**src/design/assert_macros.svh**
```systemverilog
// Assertion macros shared by the polygon check RTL.
// Needs clk_i and rst_ni in the scope where a macro is used.
`ifndef ASSERT_MACROS_SVH
`define ASSERT_MACROS_SVH

// Property checked at every clock edge outside reset.
`define CCPC_ASSERT(lbl, prop, msg) \
  lbl: assert property (@(posedge clk_i) disable iff (!rst_ni) prop) else $error(msg);

// Antecedent in one cycle, consequent in the next.
`define CCPC_ASSERT_NEXT(lbl, ante, cons, msg) \
  lbl: assert property (@(posedge clk_i) disable iff (!rst_ni) (ante) |=> (cons)) else $error(msg);

`endif

```
**src/design/ccpc_pkg.sv**
```systemverilog
// Shared types and constants for the convex clockwise polygon check.
// No dependencies; used by ccpc_front, ccpc_back and the top level.
package ccpc_pkg;

  localparam int COORD_W = 20;
  localparam int EDGE_W  = COORD_W + 1;
  localparam int PROD_W  = 2 * EDGE_W;
  localparam int SUM_W   = 48;
  localparam int IN_W    = 2 * COORD_W;
  localparam int OUT_W   = 8;

  localparam int QUEUE_DEPTH = 4;
  localparam int QPTR_W      = $clog2(QUEUE_DEPTH);
  localparam int QCNT_W      = $clog2(QUEUE_DEPTH + 1);

  localparam logic [1:0] FLIP_TARGET = 2'd2;
  localparam logic [1:0] FLIP_SAT    = 2'd3;

  localparam logic signed [SUM_W-1:0] SUM_MAX = {1'b0, {(SUM_W-1){1'b1}}};
  localparam logic signed [SUM_W-1:0] SUM_MIN = {1'b1, {(SUM_W-1){1'b0}}};

  typedef enum logic [1:0] {
    KIND_VERTEX = 2'd0,
    KIND_LAST   = 2'd1,
    KIND_START  = 2'd2
  } kind_e;

  typedef enum logic [1:0] {
    SIGN_NONE = 2'd0,
    SIGN_POS  = 2'd1,
    SIGN_NEG  = 2'd2
  } sign_e;

  typedef struct packed {
    kind_e                      kind;
    logic signed [COORD_W-1:0]  x;
    logic signed [COORD_W-1:0]  y;
  } item_t;

endpackage

```
**src/design/convex_clockwise_polygon_check_unit.sv**
```systemverilog
// Convex clockwise polygon check. A start item (tuser high) loads the closing vertex and
// clears the polygon state; each following vertex adds one edge, and the vertex flagged by
// tlast yields one result: bit 0 convex and clockwise, bit 1 convex, bit 2 clockwise.
// One item is taken per clock unless a result stalls on m_axis and the queue fills; a last
// vertex passes through the queue, the edge stage and the product stage, and then the
// accumulate step writes the result register. A four-entry queue lets up to four input
// items flow in while a result waits on m_axis.
// Depends on ccpc_pkg, ccpc_front, ccpc_back and assert_macros.svh.
`include "assert_macros.svh"

module convex_clockwise_polygon_check_unit #(
  parameter int MAX_VERTICES = 16
) (
  input  logic                          clk_i,
  input  logic                          rst_ni,
  input  logic                          s_axis_tvalid,
  output logic                          s_axis_tready,
  input  logic [ccpc_pkg::IN_W-1:0]     s_axis_tdata,   // vertex_x[19:0], vertex_y[39:20]
  input  logic                          s_axis_tuser,   // start_req
  input  logic                          s_axis_tlast,   // last
  output logic                          m_axis_tvalid,
  input  logic                          m_axis_tready,
  output logic [ccpc_pkg::OUT_W-1:0]    m_axis_tdata    // accepted, is_convex, is_clockwise
);

  logic            q_valid, q_ready;
  ccpc_pkg::item_t q_item;

  ccpc_front u_front (
    .clk_i      (clk_i),
    .rst_ni     (rst_ni),
    .in_valid_i (s_axis_tvalid),
    .in_ready_o (s_axis_tready),
    .start_i    (s_axis_tuser),
    .last_i     (s_axis_tlast),
    .x_i        (s_axis_tdata[ccpc_pkg::COORD_W-1:0]),
    .y_i        (s_axis_tdata[ccpc_pkg::IN_W-1:ccpc_pkg::COORD_W]),
    .q_valid_o  (q_valid),
    .q_ready_i  (q_ready),
    .q_item_o   (q_item)
  );

  ccpc_back #(
    .MAX_VERTICES (MAX_VERTICES)
  ) u_back (
    .clk_i       (clk_i),
    .rst_ni      (rst_ni),
    .q_valid_i   (q_valid),
    .q_ready_o   (q_ready),
    .q_item_i    (q_item),
    .res_valid_o (m_axis_tvalid),
    .res_ready_i (m_axis_tready),
    .res_data_o  (m_axis_tdata)
  );

  // back end must not drain the queue while its result is stuck
  `CCPC_ASSERT(a_no_pop_on_stall, (m_axis_tvalid && !m_axis_tready) |-> !(q_valid && q_ready), "queue popped while result stalled")
  // a full queue always offers an item
  `CCPC_ASSERT(a_full_has_item, !s_axis_tready |-> q_valid, "input blocked with empty queue")
  // full and not draining stays full
  `CCPC_ASSERT_NEXT(a_full_holds, !s_axis_tready && !(q_valid && q_ready), !s_axis_tready, "queue lost entries without a pop")
  `CCPC_ASSERT(a_result_consistent, m_axis_tvalid |-> (m_axis_tdata[0] == (m_axis_tdata[1] && m_axis_tdata[2])), "accepted flag disagrees")

endmodule

```
**src/design/ccpc_front.sv**
```systemverilog
// Input side: classifies each vertex item and queues it for the back end.
// Depends on ccpc_pkg.
module ccpc_front (
  input  logic                              clk_i,
  input  logic                              rst_ni,
  input  logic                              in_valid_i,
  output logic                              in_ready_o,
  input  logic                              start_i,
  input  logic                              last_i,
  input  logic signed [ccpc_pkg::COORD_W-1:0] x_i,
  input  logic signed [ccpc_pkg::COORD_W-1:0] y_i,
  output logic                              q_valid_o,
  input  logic                              q_ready_i,
  output ccpc_pkg::item_t                   q_item_o
);

  ccpc_pkg::item_t                   entries_q [ccpc_pkg::QUEUE_DEPTH];
  ccpc_pkg::item_t                   in_item;
  logic [ccpc_pkg::QPTR_W-1:0]       wr_ptr_q, wr_ptr_d;
  logic [ccpc_pkg::QPTR_W-1:0]       rd_ptr_q, rd_ptr_d;
  logic [ccpc_pkg::QCNT_W-1:0]       cnt_q, cnt_d;
  logic                              push, pop;

  // start wins over last
  always_comb begin
    if (start_i) begin
      in_item.kind = ccpc_pkg::KIND_START;
    end else if (last_i) begin
      in_item.kind = ccpc_pkg::KIND_LAST;
    end else begin
      in_item.kind = ccpc_pkg::KIND_VERTEX;
    end
    in_item.x = x_i;
    in_item.y = y_i;
  end

  assign in_ready_o = (cnt_q != ccpc_pkg::QCNT_W'(ccpc_pkg::QUEUE_DEPTH));
  assign q_valid_o  = (cnt_q != '0);
  assign q_item_o   = entries_q[rd_ptr_q];
  assign push       = in_valid_i && in_ready_o;
  assign pop        = q_valid_o && q_ready_i;

  always_comb begin
    wr_ptr_d = push ? wr_ptr_q + 1'b1 : wr_ptr_q;
    rd_ptr_d = pop  ? rd_ptr_q + 1'b1 : rd_ptr_q;
    cnt_d    = cnt_q;
    if (push && !pop) begin
      cnt_d = cnt_q + 1'b1;
    end else if (pop && !push) begin
      cnt_d = cnt_q - 1'b1;
    end
  end

  always_ff @(posedge clk_i or negedge rst_ni) begin
    if (!rst_ni) begin
      wr_ptr_q <= '0;
      rd_ptr_q <= '0;
      cnt_q    <= '0;
    end else begin
      wr_ptr_q <= wr_ptr_d;
      rd_ptr_q <= rd_ptr_d;
      cnt_q    <= cnt_d;
    end
  end

  always_ff @(posedge clk_i) begin
    if (push) begin
      entries_q[wr_ptr_q] <= in_item;
    end
  end

endmodule

```
**src/design/ccpc_back.sv**
```systemverilog
// Back end: three-stage edge pipeline (edge, products, accumulate) and result register.
// Depends on ccpc_pkg.
module ccpc_back #(
  parameter int MAX_VERTICES = 16
) (
  input  logic                          clk_i,
  input  logic                          rst_ni,
  input  logic                          q_valid_i,
  output logic                          q_ready_o,
  input  ccpc_pkg::item_t               q_item_i,
  output logic                          res_valid_o,
  input  logic                          res_ready_i,
  output logic [ccpc_pkg::OUT_W-1:0]    res_data_o
);

  localparam int CNT_W = $clog2(MAX_VERTICES + 2);
  localparam logic [CNT_W-1:0] CNT_MAX = CNT_W'(MAX_VERTICES);

  typedef struct packed {
    ccpc_pkg::sign_e now;
    ccpc_pkg::sign_e first;
    logic [1:0]      flips;
  } axis_t;

  function automatic ccpc_pkg::sign_e sign_of(logic neg, logic nz);
    ccpc_pkg::sign_e s;
    if (!nz) begin
      s = ccpc_pkg::SIGN_NONE;
    end else if (neg) begin
      s = ccpc_pkg::SIGN_NEG;
    end else begin
      s = ccpc_pkg::SIGN_POS;
    end
    return s;
  endfunction

  function automatic axis_t track(axis_t a, ccpc_pkg::sign_e s);
    axis_t r;
    r = a;
    if (s != ccpc_pkg::SIGN_NONE) begin
      if (a.now == ccpc_pkg::SIGN_NONE) begin
        r.first = s;
      end else if (a.now != s && a.flips != ccpc_pkg::FLIP_SAT) begin
        r.flips = a.flips + 2'd1;
      end
      r.now = s;
    end
    return r;
  endfunction

  // closing edge counts a flip if it differs from the opening one
  function automatic axis_t wrap(axis_t a);
    axis_t r;
    r = a;
    if (a.now != ccpc_pkg::SIGN_NONE && a.first != ccpc_pkg::SIGN_NONE &&
        a.now != a.first && a.flips != ccpc_pkg::FLIP_SAT) begin
      r.flips = a.flips + 2'd1;
    end
    return r;
  endfunction

  logic stall, pop, c_go;

  // stage A: edge against the current vertex
  logic signed [ccpc_pkg::COORD_W-1:0] cur_x_q, cur_x_d, cur_y_q, cur_y_d;
  logic signed [ccpc_pkg::EDGE_W-1:0]  pdx_q, pdx_d, pdy_q, pdy_d;
  logic signed [ccpc_pkg::EDGE_W-1:0]  ax, ay, sy;
  logic                                a_vld_q;
  ccpc_pkg::kind_e                     a_kind_q;
  logic signed [ccpc_pkg::EDGE_W-1:0]  a_ax_q, a_ay_q, a_sy_q, a_pdx_q, a_pdy_q;

  // stage B: products
  logic                                b_vld_q;
  ccpc_pkg::kind_e                     b_kind_q;
  logic signed [ccpc_pkg::PROD_W-1:0]  b_psum_q, b_p1_q, b_p2_q;
  ccpc_pkg::sign_e                     b_sx_q, b_sy_q;

  // stage C: accumulated polygon state
  logic signed [ccpc_pkg::SUM_W-1:0]   sum_q, sum_d, sum_sat;
  logic signed [ccpc_pkg::SUM_W:0]     sum_ext;
  logic signed [ccpc_pkg::PROD_W:0]    xprod;
  ccpc_pkg::sign_e                     cross_s, cs_q, cs_d, cs_nxt;
  axis_t                               xa_q, xa_d, ya_q, ya_d;
  axis_t                               xa_fin, ya_fin;
  logic                                failed_q, failed_d, fail_nxt, cross_fail;
  logic [CNT_W-1:0]                    cnt_q, cnt_d, cnt_inc;
  logic                                convex, cw;

  logic                                out_vld_q, out_vld_d;
  logic [ccpc_pkg::OUT_W-1:0]          out_data_q, out_data_d;

  assign stall     = out_vld_q && !res_ready_i;
  assign q_ready_o = !stall;
  assign pop       = q_valid_i && !stall;
  assign c_go      = b_vld_q && !stall;

  assign ax = {q_item_i.x[ccpc_pkg::COORD_W-1], q_item_i.x} - {cur_x_q[ccpc_pkg::COORD_W-1], cur_x_q};
  assign ay = {q_item_i.y[ccpc_pkg::COORD_W-1], q_item_i.y} - {cur_y_q[ccpc_pkg::COORD_W-1], cur_y_q};
  assign sy = {q_item_i.y[ccpc_pkg::COORD_W-1], q_item_i.y} + {cur_y_q[ccpc_pkg::COORD_W-1], cur_y_q};

  always_comb begin
    cur_x_d = cur_x_q;
    cur_y_d = cur_y_q;
    pdx_d   = pdx_q;
    pdy_d   = pdy_q;
    if (pop) begin
      cur_x_d = q_item_i.x;
      cur_y_d = q_item_i.y;
      if (q_item_i.kind == ccpc_pkg::KIND_START) begin
        pdx_d = '0;
        pdy_d = '0;
      end else begin
        pdx_d = ax;
        pdy_d = ay;
      end
    end
  end

  always_comb begin
    sum_ext = {sum_q[ccpc_pkg::SUM_W-1], sum_q}
            + {{(ccpc_pkg::SUM_W + 1 - ccpc_pkg::PROD_W){b_psum_q[ccpc_pkg::PROD_W-1]}}, b_psum_q};
    if (sum_ext[ccpc_pkg::SUM_W] != sum_ext[ccpc_pkg::SUM_W-1]) begin
      sum_sat = sum_ext[ccpc_pkg::SUM_W] ? ccpc_pkg::SUM_MIN : ccpc_pkg::SUM_MAX;
    end else begin
      sum_sat = sum_ext[ccpc_pkg::SUM_W-1:0];
    end

    xprod      = {b_p1_q[ccpc_pkg::PROD_W-1], b_p1_q} - {b_p2_q[ccpc_pkg::PROD_W-1], b_p2_q};
    cross_s    = sign_of(xprod[ccpc_pkg::PROD_W], |xprod);
    cross_fail = (cs_q != ccpc_pkg::SIGN_NONE) && (cross_s != ccpc_pkg::SIGN_NONE) &&
                 (cross_s != cs_q);
    cs_nxt     = (cs_q == ccpc_pkg::SIGN_NONE) ? cross_s : cs_q;

    cnt_inc = (cnt_q <= CNT_MAX) ? cnt_q + 1'b1 : cnt_q;

    xa_fin = track(xa_q, b_sx_q);
    ya_fin = track(ya_q, b_sy_q);
    if (b_kind_q == ccpc_pkg::KIND_LAST) begin
      xa_fin = wrap(xa_fin);
      ya_fin = wrap(ya_fin);
    end

    fail_nxt = failed_q || (cnt_inc > CNT_MAX) || cross_fail ||
               (xa_fin.flips > ccpc_pkg::FLIP_TARGET) || (ya_fin.flips > ccpc_pkg::FLIP_TARGET);
    convex   = !fail_nxt && (xa_fin.flips == ccpc_pkg::FLIP_TARGET) &&
               (ya_fin.flips == ccpc_pkg::FLIP_TARGET);
    cw       = sum_sat[ccpc_pkg::SUM_W-1];

    sum_d      = sum_q;
    cs_d       = cs_q;
    xa_d       = xa_q;
    ya_d       = ya_q;
    failed_d   = failed_q;
    cnt_d      = cnt_q;
    out_vld_d  = out_vld_q && !res_ready_i;
    out_data_d = out_data_q;

    if (c_go) begin
      case (b_kind_q)
        ccpc_pkg::KIND_START: begin
          sum_d    = '0;
          cs_d     = ccpc_pkg::SIGN_NONE;
          xa_d     = '0;
          ya_d     = '0;
          failed_d = 1'b0;
          cnt_d    = '0;
        end
        default: begin
          sum_d    = sum_sat;
          cs_d     = cs_nxt;
          xa_d     = xa_fin;
          ya_d     = ya_fin;
          failed_d = fail_nxt;
          cnt_d    = cnt_inc;
          if (b_kind_q == ccpc_pkg::KIND_LAST) begin
            out_vld_d  = 1'b1;
            out_data_d = {{(ccpc_pkg::OUT_W - 3){1'b0}}, cw, convex, convex && cw};
          end
        end
      endcase
    end
  end

  always_ff @(posedge clk_i or negedge rst_ni) begin
    if (!rst_ni) begin
      cur_x_q   <= '0;
      cur_y_q   <= '0;
      pdx_q     <= '0;
      pdy_q     <= '0;
      a_vld_q   <= 1'b0;
      b_vld_q   <= 1'b0;
      sum_q     <= '0;
      cs_q      <= ccpc_pkg::SIGN_NONE;
      xa_q      <= '0;
      ya_q      <= '0;
      failed_q  <= 1'b0;
      cnt_q     <= '0;
      out_vld_q <= 1'b0;
    end else begin
      cur_x_q   <= cur_x_d;
      cur_y_q   <= cur_y_d;
      pdx_q     <= pdx_d;
      pdy_q     <= pdy_d;
      if (!stall) begin
        a_vld_q <= q_valid_i;
        b_vld_q <= a_vld_q;
      end
      sum_q     <= sum_d;
      cs_q      <= cs_d;
      xa_q      <= xa_d;
      ya_q      <= ya_d;
      failed_q  <= failed_d;
      cnt_q     <= cnt_d;
      out_vld_q <= out_vld_d;
    end
  end

  // payload stages, no reset needed
  always_ff @(posedge clk_i) begin
    if (!stall) begin
      a_kind_q <= q_item_i.kind;
      a_ax_q   <= ax;
      a_ay_q   <= ay;
      a_sy_q   <= sy;
      a_pdx_q  <= pdx_q;
      a_pdy_q  <= pdy_q;
      b_kind_q <= a_kind_q;
      b_psum_q <= a_ax_q * a_sy_q;
      b_p1_q   <= a_pdx_q * a_ay_q;
      b_p2_q   <= a_ax_q * a_pdy_q;
      b_sx_q   <= sign_of(a_ax_q[ccpc_pkg::EDGE_W-1], |a_ax_q);
      b_sy_q   <= sign_of(a_ay_q[ccpc_pkg::EDGE_W-1], |a_ay_q);
    end
    out_data_q <= out_data_d;
  end

  assign res_valid_o = out_vld_q;
  assign res_data_o  = out_data_q;

endmodule
```
**config.mk**
```make
export PLATFORM = sky130hd
export DESIGN_NAME = convex_clockwise_polygon_check_unit
export DESIGN_NICKNAME = d
export VERILOG_FILES = /design/src/design/ccpc_pkg.sv /design/src/design/convex_clockwise_polygon_check_unit.sv /design/src/design/ccpc_front.sv /design/src/design/ccpc_back.sv
export VERILOG_INCLUDE_DIRS = /design/src /design/src/design
export SDC_FILE = /design/constraint.sdc
export NUM_CORES = 2
export LEC_CHECK = 0
export ABC_AREA = 1
export BUFFER_PORTS_ARGS = -buffer_cell sky130_fd_sc_hd__buf_2
export CAP_MARGIN = 20
export CORE_UTILIZATION = 49
export DETAILED_ROUTE_END_ITERATION = 6
export GPL_TIMING_DRIVEN = 0
export SLEW_MARGIN = 10
export SYNTH_ARGS = -nofsm -noshare
export SYNTH_HDL_FRONTEND = slang
export SYNTH_SLANG_ARGS = --single-unit
```
**constraint.sdc**
```tcl
create_clock -name clk_i -period 7.7 [get_ports clk_i]
set_input_delay 0.77 -clock clk_i [delete_from_list [all_inputs] [get_ports clk_i]]
set_output_delay 0.77 -clock clk_i [all_outputs]
set_load 0.05 [all_outputs]
```
* After elaboration in Yosys (flattened, before gate mapping)
Memory sizes are Yosys's and may differ from the RTL's.
Index checks and enable logic that the tools add are counted.
** Storage, ports and cells
- Input port bits :: 46
- Memories kept :: 1
- Output and inout bits :: 10
- RAM bits :: 168
- Bits in registers :: 402
- Logic and storage cells :: 156
** Cells by class
- Bitwise operators :: 1
- Add/subtract/negate cells :: 14
- $mul :: 3
- Order comparisons :: 4
- Mux-type cells :: 37
- Reduce and logical (&&, ||, !) cells :: 47
- Equal/unequal tests :: 16
** Memory list
- u_front.entries_q :: words 4, width 42, rd ports 1, clocked after Yosys merged registers in 0, write ports 1, RTL line ccpc_front.sv:17 : ccpc_pkg::item_t entries_q [ccpc_pkg::QUEUE_DEPTH];
** Operator list (number)
- 48-bit two-way mux :: 3
- 21-bit by 21-bit multiplier with 42-bit output :: 3
- 48-bit by 42-bit adder with 49-bit output :: 1
- 43-bit OR reduction :: 1
- 42-bit by 42-bit subtractor with 43-bit output :: 1
- 21-bit two-way mux :: 2
- 21-bit OR reduction :: 2
- 20-bit by 20-bit subtractor with 21-bit output :: 2
- 2-bit two-way mux :: 17
- 6-bit two-way mux :: 4
- 20-bit by 20-bit adder with 21-bit output :: 1
- 2-bit nonzero test :: 10
- 1-bit logical AND :: 19
- 2-bit by 1-bit adder with 2-bit output, second input constant :: 6
- 5-bit two-way mux :: 2
- 2-bit inequality test :: 5
- 2-bit equality test, second input constant :: 4
- 2-bit inequality test, second input constant :: 4
- 1-bit two-way mux :: 7
- 2-bit logical NOT :: 3
- 3-bit two-way mux :: 2
- 5-bit by 1-bit adder with 5-bit output, second input constant :: 1
- 5-bit greater-than comparator, second input constant :: 1
- 5-bit <= comparator, second input constant :: 1
- 12 further kinds :: 20

* Longest topological paths before layout
- Depth after elaboration :: 18
- Mapped depth :: 29
- Mapped depth without buffers :: 27

* By module
Synthesis repeated with hierarchy kept, for this count alone.
** Second synthesis, totals
- Cell total of the unflattened synthesis :: 9617
- Area total of the unflattened synthesis :: 81172.9 um^2
** Modules (own cells, without submodules)
- ccpc_back :: times used 1, cells an instance 9066, sequential area each 11065.6 um^2, area an instance 73868.3 um^2
- ccpc_front :: times used 1, cells an instance 551, sequential area each 5220.0 um^2, area an instance 7304.5 um^2

* Worst setup path after synthesis
Ideal clock, no wire load.
- Kind :: register to register
- From :: register u_back.a_ax_q[20] (netlist name)
- To :: register u_back.b_p2_q[39] (netlist name), data pin
- Period minus slack after synthesis :: 6.636 ns
- Arrival :: 6.377 ns
- Buffers on the path :: 2
- Library setup time :: 0.260 ns
- Stages on the path, launching flop included :: 26
- Data required time :: 7.440 ns
- Slack :: 1.064 ns
- Path through :: edfxtp_1 -> clkbuf_1 -> clkbuf_1 -> nand2_1 -> fa_1 -> fa_1 -> inv_1 -> fa_1 -> inv_1 -> fa_1 -> inv_1 -> fa_1 -> inv_1 -> fa_1 -> fa_1 -> inv_1 -> ha_1 -> nand2_1 -> nor2_1 -> inv_1 -> nor4_1 -> o21ai_0 -> nand3_1 -> nand3_1 -> nand2_1 -> xor2_1
** Between the ends
- Longest elaborated chain between the ends :: 1
** Ends and longest elaborated chain
- start, declared :: RTL line ccpc_back.sv:70 : logic signed [ccpc_pkg::EDGE_W-1:0] a_ax_q, a_ay_q, a_sy_q, a_pdx_q, a_pdy_q;
- start signal, assigned :: RTL line ccpc_back.sv:222 : a_ax_q <= ax;
- 21-bit by 21-bit multiplier with 42-bit output :: RTL line ccpc_back.sv:230 : b_p2_q <= a_ax_q * a_pdy_q;
- end signal, assigned :: RTL line ccpc_back.sv:230
- end, declared :: RTL line ccpc_back.sv:75 : logic signed [ccpc_pkg::PROD_W-1:0] b_psum_q, b_p1_q, b_p2_q;
No other way between the ends.
A chain may end at the register's enable or synchronous reset.

* Worst setup path after layout
- From :: register u_back.a_ax_q[4] (netlist name)
- To :: register u_back.b_psum_q[36] (netlist name), data pin
** Between the ends
- Longest elaborated chain between the ends :: 1
** Ends and longest elaborated chain
- 21-bit by 21-bit multiplier with 42-bit output :: RTL line ccpc_back.sv:228 : b_psum_q <= a_ax_q * a_sy_q;
- end signal, assigned :: RTL line ccpc_back.sv:228
- end, declared :: RTL line ccpc_back.sv:75
No other way between the ends.

==> flow_summary.yaml <==
setup_path:
  rr_startpoint: "u_back.a_ax_q[4]"
  worst_ep_arrival_time_ps: 8070
  cp.required_ps: 8090
  critPathMaxFanout: 10
  rrSetupSlack_ps: 30
  crit_path_end_kind: "register"
  start_kind: "register"
  crit_chain: "clkbuf_2 -> nand2_1 -> fa_1 -> inv_1 -> fa_1 -> fa_1 -> fa_1 -> fa_1 -> fa_1 -> inv_1 -> fa_1 -> inv_1 -> ha_1 -> a21oi_1 -> o21ai_0 -> a21oi_1 -> nand3_1 -> nand3_1 -> o211ai_1 -> a31oi_1 -> xnor2_4"
  worst_path_largest_cell_delay_ps: 770
  critPathKind: "reg -> reg"
  crit_family: "adder cells"
  r2r-end: "u_back.b_psum_q[36]"
  cpMaxStageDelayCell: "edfxtp_1"
  crit_top_cell: "fa_1"
  reg2reg_depth: 21
  path_buf_inv: 4
routing:
  first_iter_violations: 5438
  postRouteAntennaNets: 0
  wire_per_inst_um: 21.7
  totalWireLength_um: 260000
  first_pass_iters: 6
  num_vias: 62800
  vias_per_cell: 5.26
  drc: 0
yosys:
  synthCells: 9560
  yosysMostFrequentCell: "inv_1"
  ys_ff_latch: 569
  synth_top_cell_by_area: "fa_1"
  ys_seq_area_frac: 0.202
  yosys_warnings: 0
  synth_top_area_share: 0.344
  async_flop_share: 0.281
  synthTopCellsByArea: "fa_1 34%, edfxtp_1 15%, inv_1 12%"
  syn-cell-area_um2: 80600
  synthFlopType: "edfxtp_1"
  synth_enable_flop_cells: 409
  avgSynthCellArea_um2: 8.43
  synth_common_cells: "2,655 x inv_1, 2,143 x nand2_1, 1,383 x fa_1"
  synth_cell_types: 61
global_routing:
  grt_pass1_vias: 64300
  grt_pass1_wl_um: 393000
  grt_max_degree: 116
  grt_antenna_before_repair: 25
  grt_usage: 0.318
  grt_overflow: 0
sta:
  hold_violations: 0
  worst_pin_slew_ps: 1080
  fin_skew_ps: 74.5
  period_needed_ps: 7670
  rsz0062_at_grt: "yes"
  max-slew-margin-rel: 0.278
  min_period_over_period: 0.997
  fmax_ghz: 0.130
  maxSlewViolCount: 0
  final-setup-viol-count: 0
final_layout:
  area_growth_pct: 8.43
  layout.nets: 11700
  drive_above_1_share: 0.0544
  instances_no_fill: 12000
place:
  place_congestion: 1.03
  dp.cells: 11800
  numPortBuffers: 50
  place_hpwl_um: 217000
floorplanning:
  initial_core_util: 0.495
  die_x_um: 408
  row_count: 148
  ios: 56
  chipHeight_um: 408
  core-area_um2: 163000
  die_area_um2: 166000
clock_tree:
  cts_made_buffers: 69
  cts_hold_buf: 0
  clk_pin_slew_ps: 60
  cts_tree: "yes"
  clkLatencyLatePin_ps: 710
  clock_path_buffers: 3
  cts.sinks: 569
  htreeDepth: 3
  root_buffer: "clkbuf_16"
job:
  drv_cap: 0
worst_hold_path:
  hp-class: "in -> async"
outcome:
  outcome: "complete, no violations"
cell usage in the layout, fill, tap and decap left out, types with 54 or more instances in the layout:
master     count
inv_1       2649
nand2_1     2136
fa_1        1373
nor2_1       493
ha_1         485
edfxtp_1     409
a21oi_1      309
o21ai_0      282
clkbuf_1     200
dfrtp_1      160
nand3_1      155
xor2_1       151
xnor2_1       80
clkbuf_2      69
clkbuf_16     69
buf_2         61
o22ai_1       56
buf_4         54
sequential cells by signal (all words and copies together) (netlist names), 20 cells and up:
| register | count |
|---|---|
| u_back.a_pdy_q | 21 |
| u_back.a_ax_q | 21 |
| u_back.a_sy_q | 21 |
| u_back.sum_q | 48 |
| u_back.b_p1_q | 42 |
| u_back.pdy_q | 21 |
| u_back.cur_y_q | 20 |
| u_back.cur_x_q | 20 |
| u_back.pdx_q | 21 |
| u_back.b_p2_q | 42 |
| u_back.b_psum_q | 42 |
| u_back.a_pdx_q | 21 |
| u_back.a_ay_q | 20 |
| u_front.entries_q | 168 |
worst max-delay path by stage:
stage / startpoint / to / slack, ps / cells past startpoint
finish: u_back.a_ax_q[4] / u_back.b_psum_q[36] / 30 / 21
CTS: u_back.a_ax_q[6] / u_back.b_p2_q[35] / 0.8 / 28
global placement: u_back.a_ax_q[20] / u_back.b_p2_q[39] / -2180 / 25
floorplan: u_back.a_ax_q[20] / u_back.b_p2_q[39] / 1060 / 25
detailed placement: u_back.a_ax_q[20] / u_back.b_p2_q[39] / -2250 / 25
global route: u_back.a_ax_q[18] / u_back.b_psum_q[36] / -220 / 24
area by class of cell:
class,instances,area (µm²)
buffer,324,1550
fill,15500,75600
sequential,569,16300
clock inverter,34,502
antenna,1,2.50
inverter,2665,10000
clock buffer,90,1840
timing repair buffer,112,958
multi-input combinational,5983,53500
tap,2175,2720
per-layer routing:
layer	part of all wire	track usage	vias to the layer above
li1	-	-	28500
met1	0.44	0.453	31500
met2	0.44	0.484	2357
met5	0.00040	0	-
met4	0.033	0.0920	16
met3	0.092	0.0735	385
worst reg2reg max path, delay by kind of cell, from the launching register on:
kind / cells / cell delay [ps]
adders and majority gates: 8 / 3890
AOI/OAI and AO/OA: 5 / 1290
DFF: 1 / 770
buffers and inverters: 4 / 640
and+or+nand+nor: 3 / 570
xor gates and xnor gates: 1 / 220
cell families (layout without fill, tap and decap cells):
family | count (synthesis) | in the layout | share of synthesized area
buffers and inverters | 3012 | 3225 | 0.141
and+or+nand+nor | 2947 | 2947 | 0.144
adders and majority gates | 1880 | 1880 | 0.421
AOI/OAI and AO/OA | 903 | 903 | 0.0651
DFF | 569 | 569 | 0.202
xor gates and xnor gates | 248 | 248 | 0.0269
other | 1 | 6 | 0.0000465
timing repair:
item	in CTS	in global routing
pin swaps	5	14
setup endpoints to repair	42	36
gates resized for setup	158	161
buffers inserted	20	32
metrics by stage:
stage | TNS, ps | hold slack [ps] | area (µm²) | setup slack, ps | util
finish | 0 | 61.2 | 87400 | 25.7 | 0.536
global route | -437 | 96.5 | 87400 | -221 | 0.536
CTS | 0 | 52.2 | 86700 | 0.835 | 0.532
detailed placement | -31420 | 432 | 83900 | -2250 | 0.515
global placement | -303280 | 433 | 83600 | -2180 | 0.513
floorplan | 0 | 400 | 80600 | 1060 | -
Power is left out: the tool's default activity adds up to more than one toggle a clock period on the data nets, which glitch-free logic cannot reach.
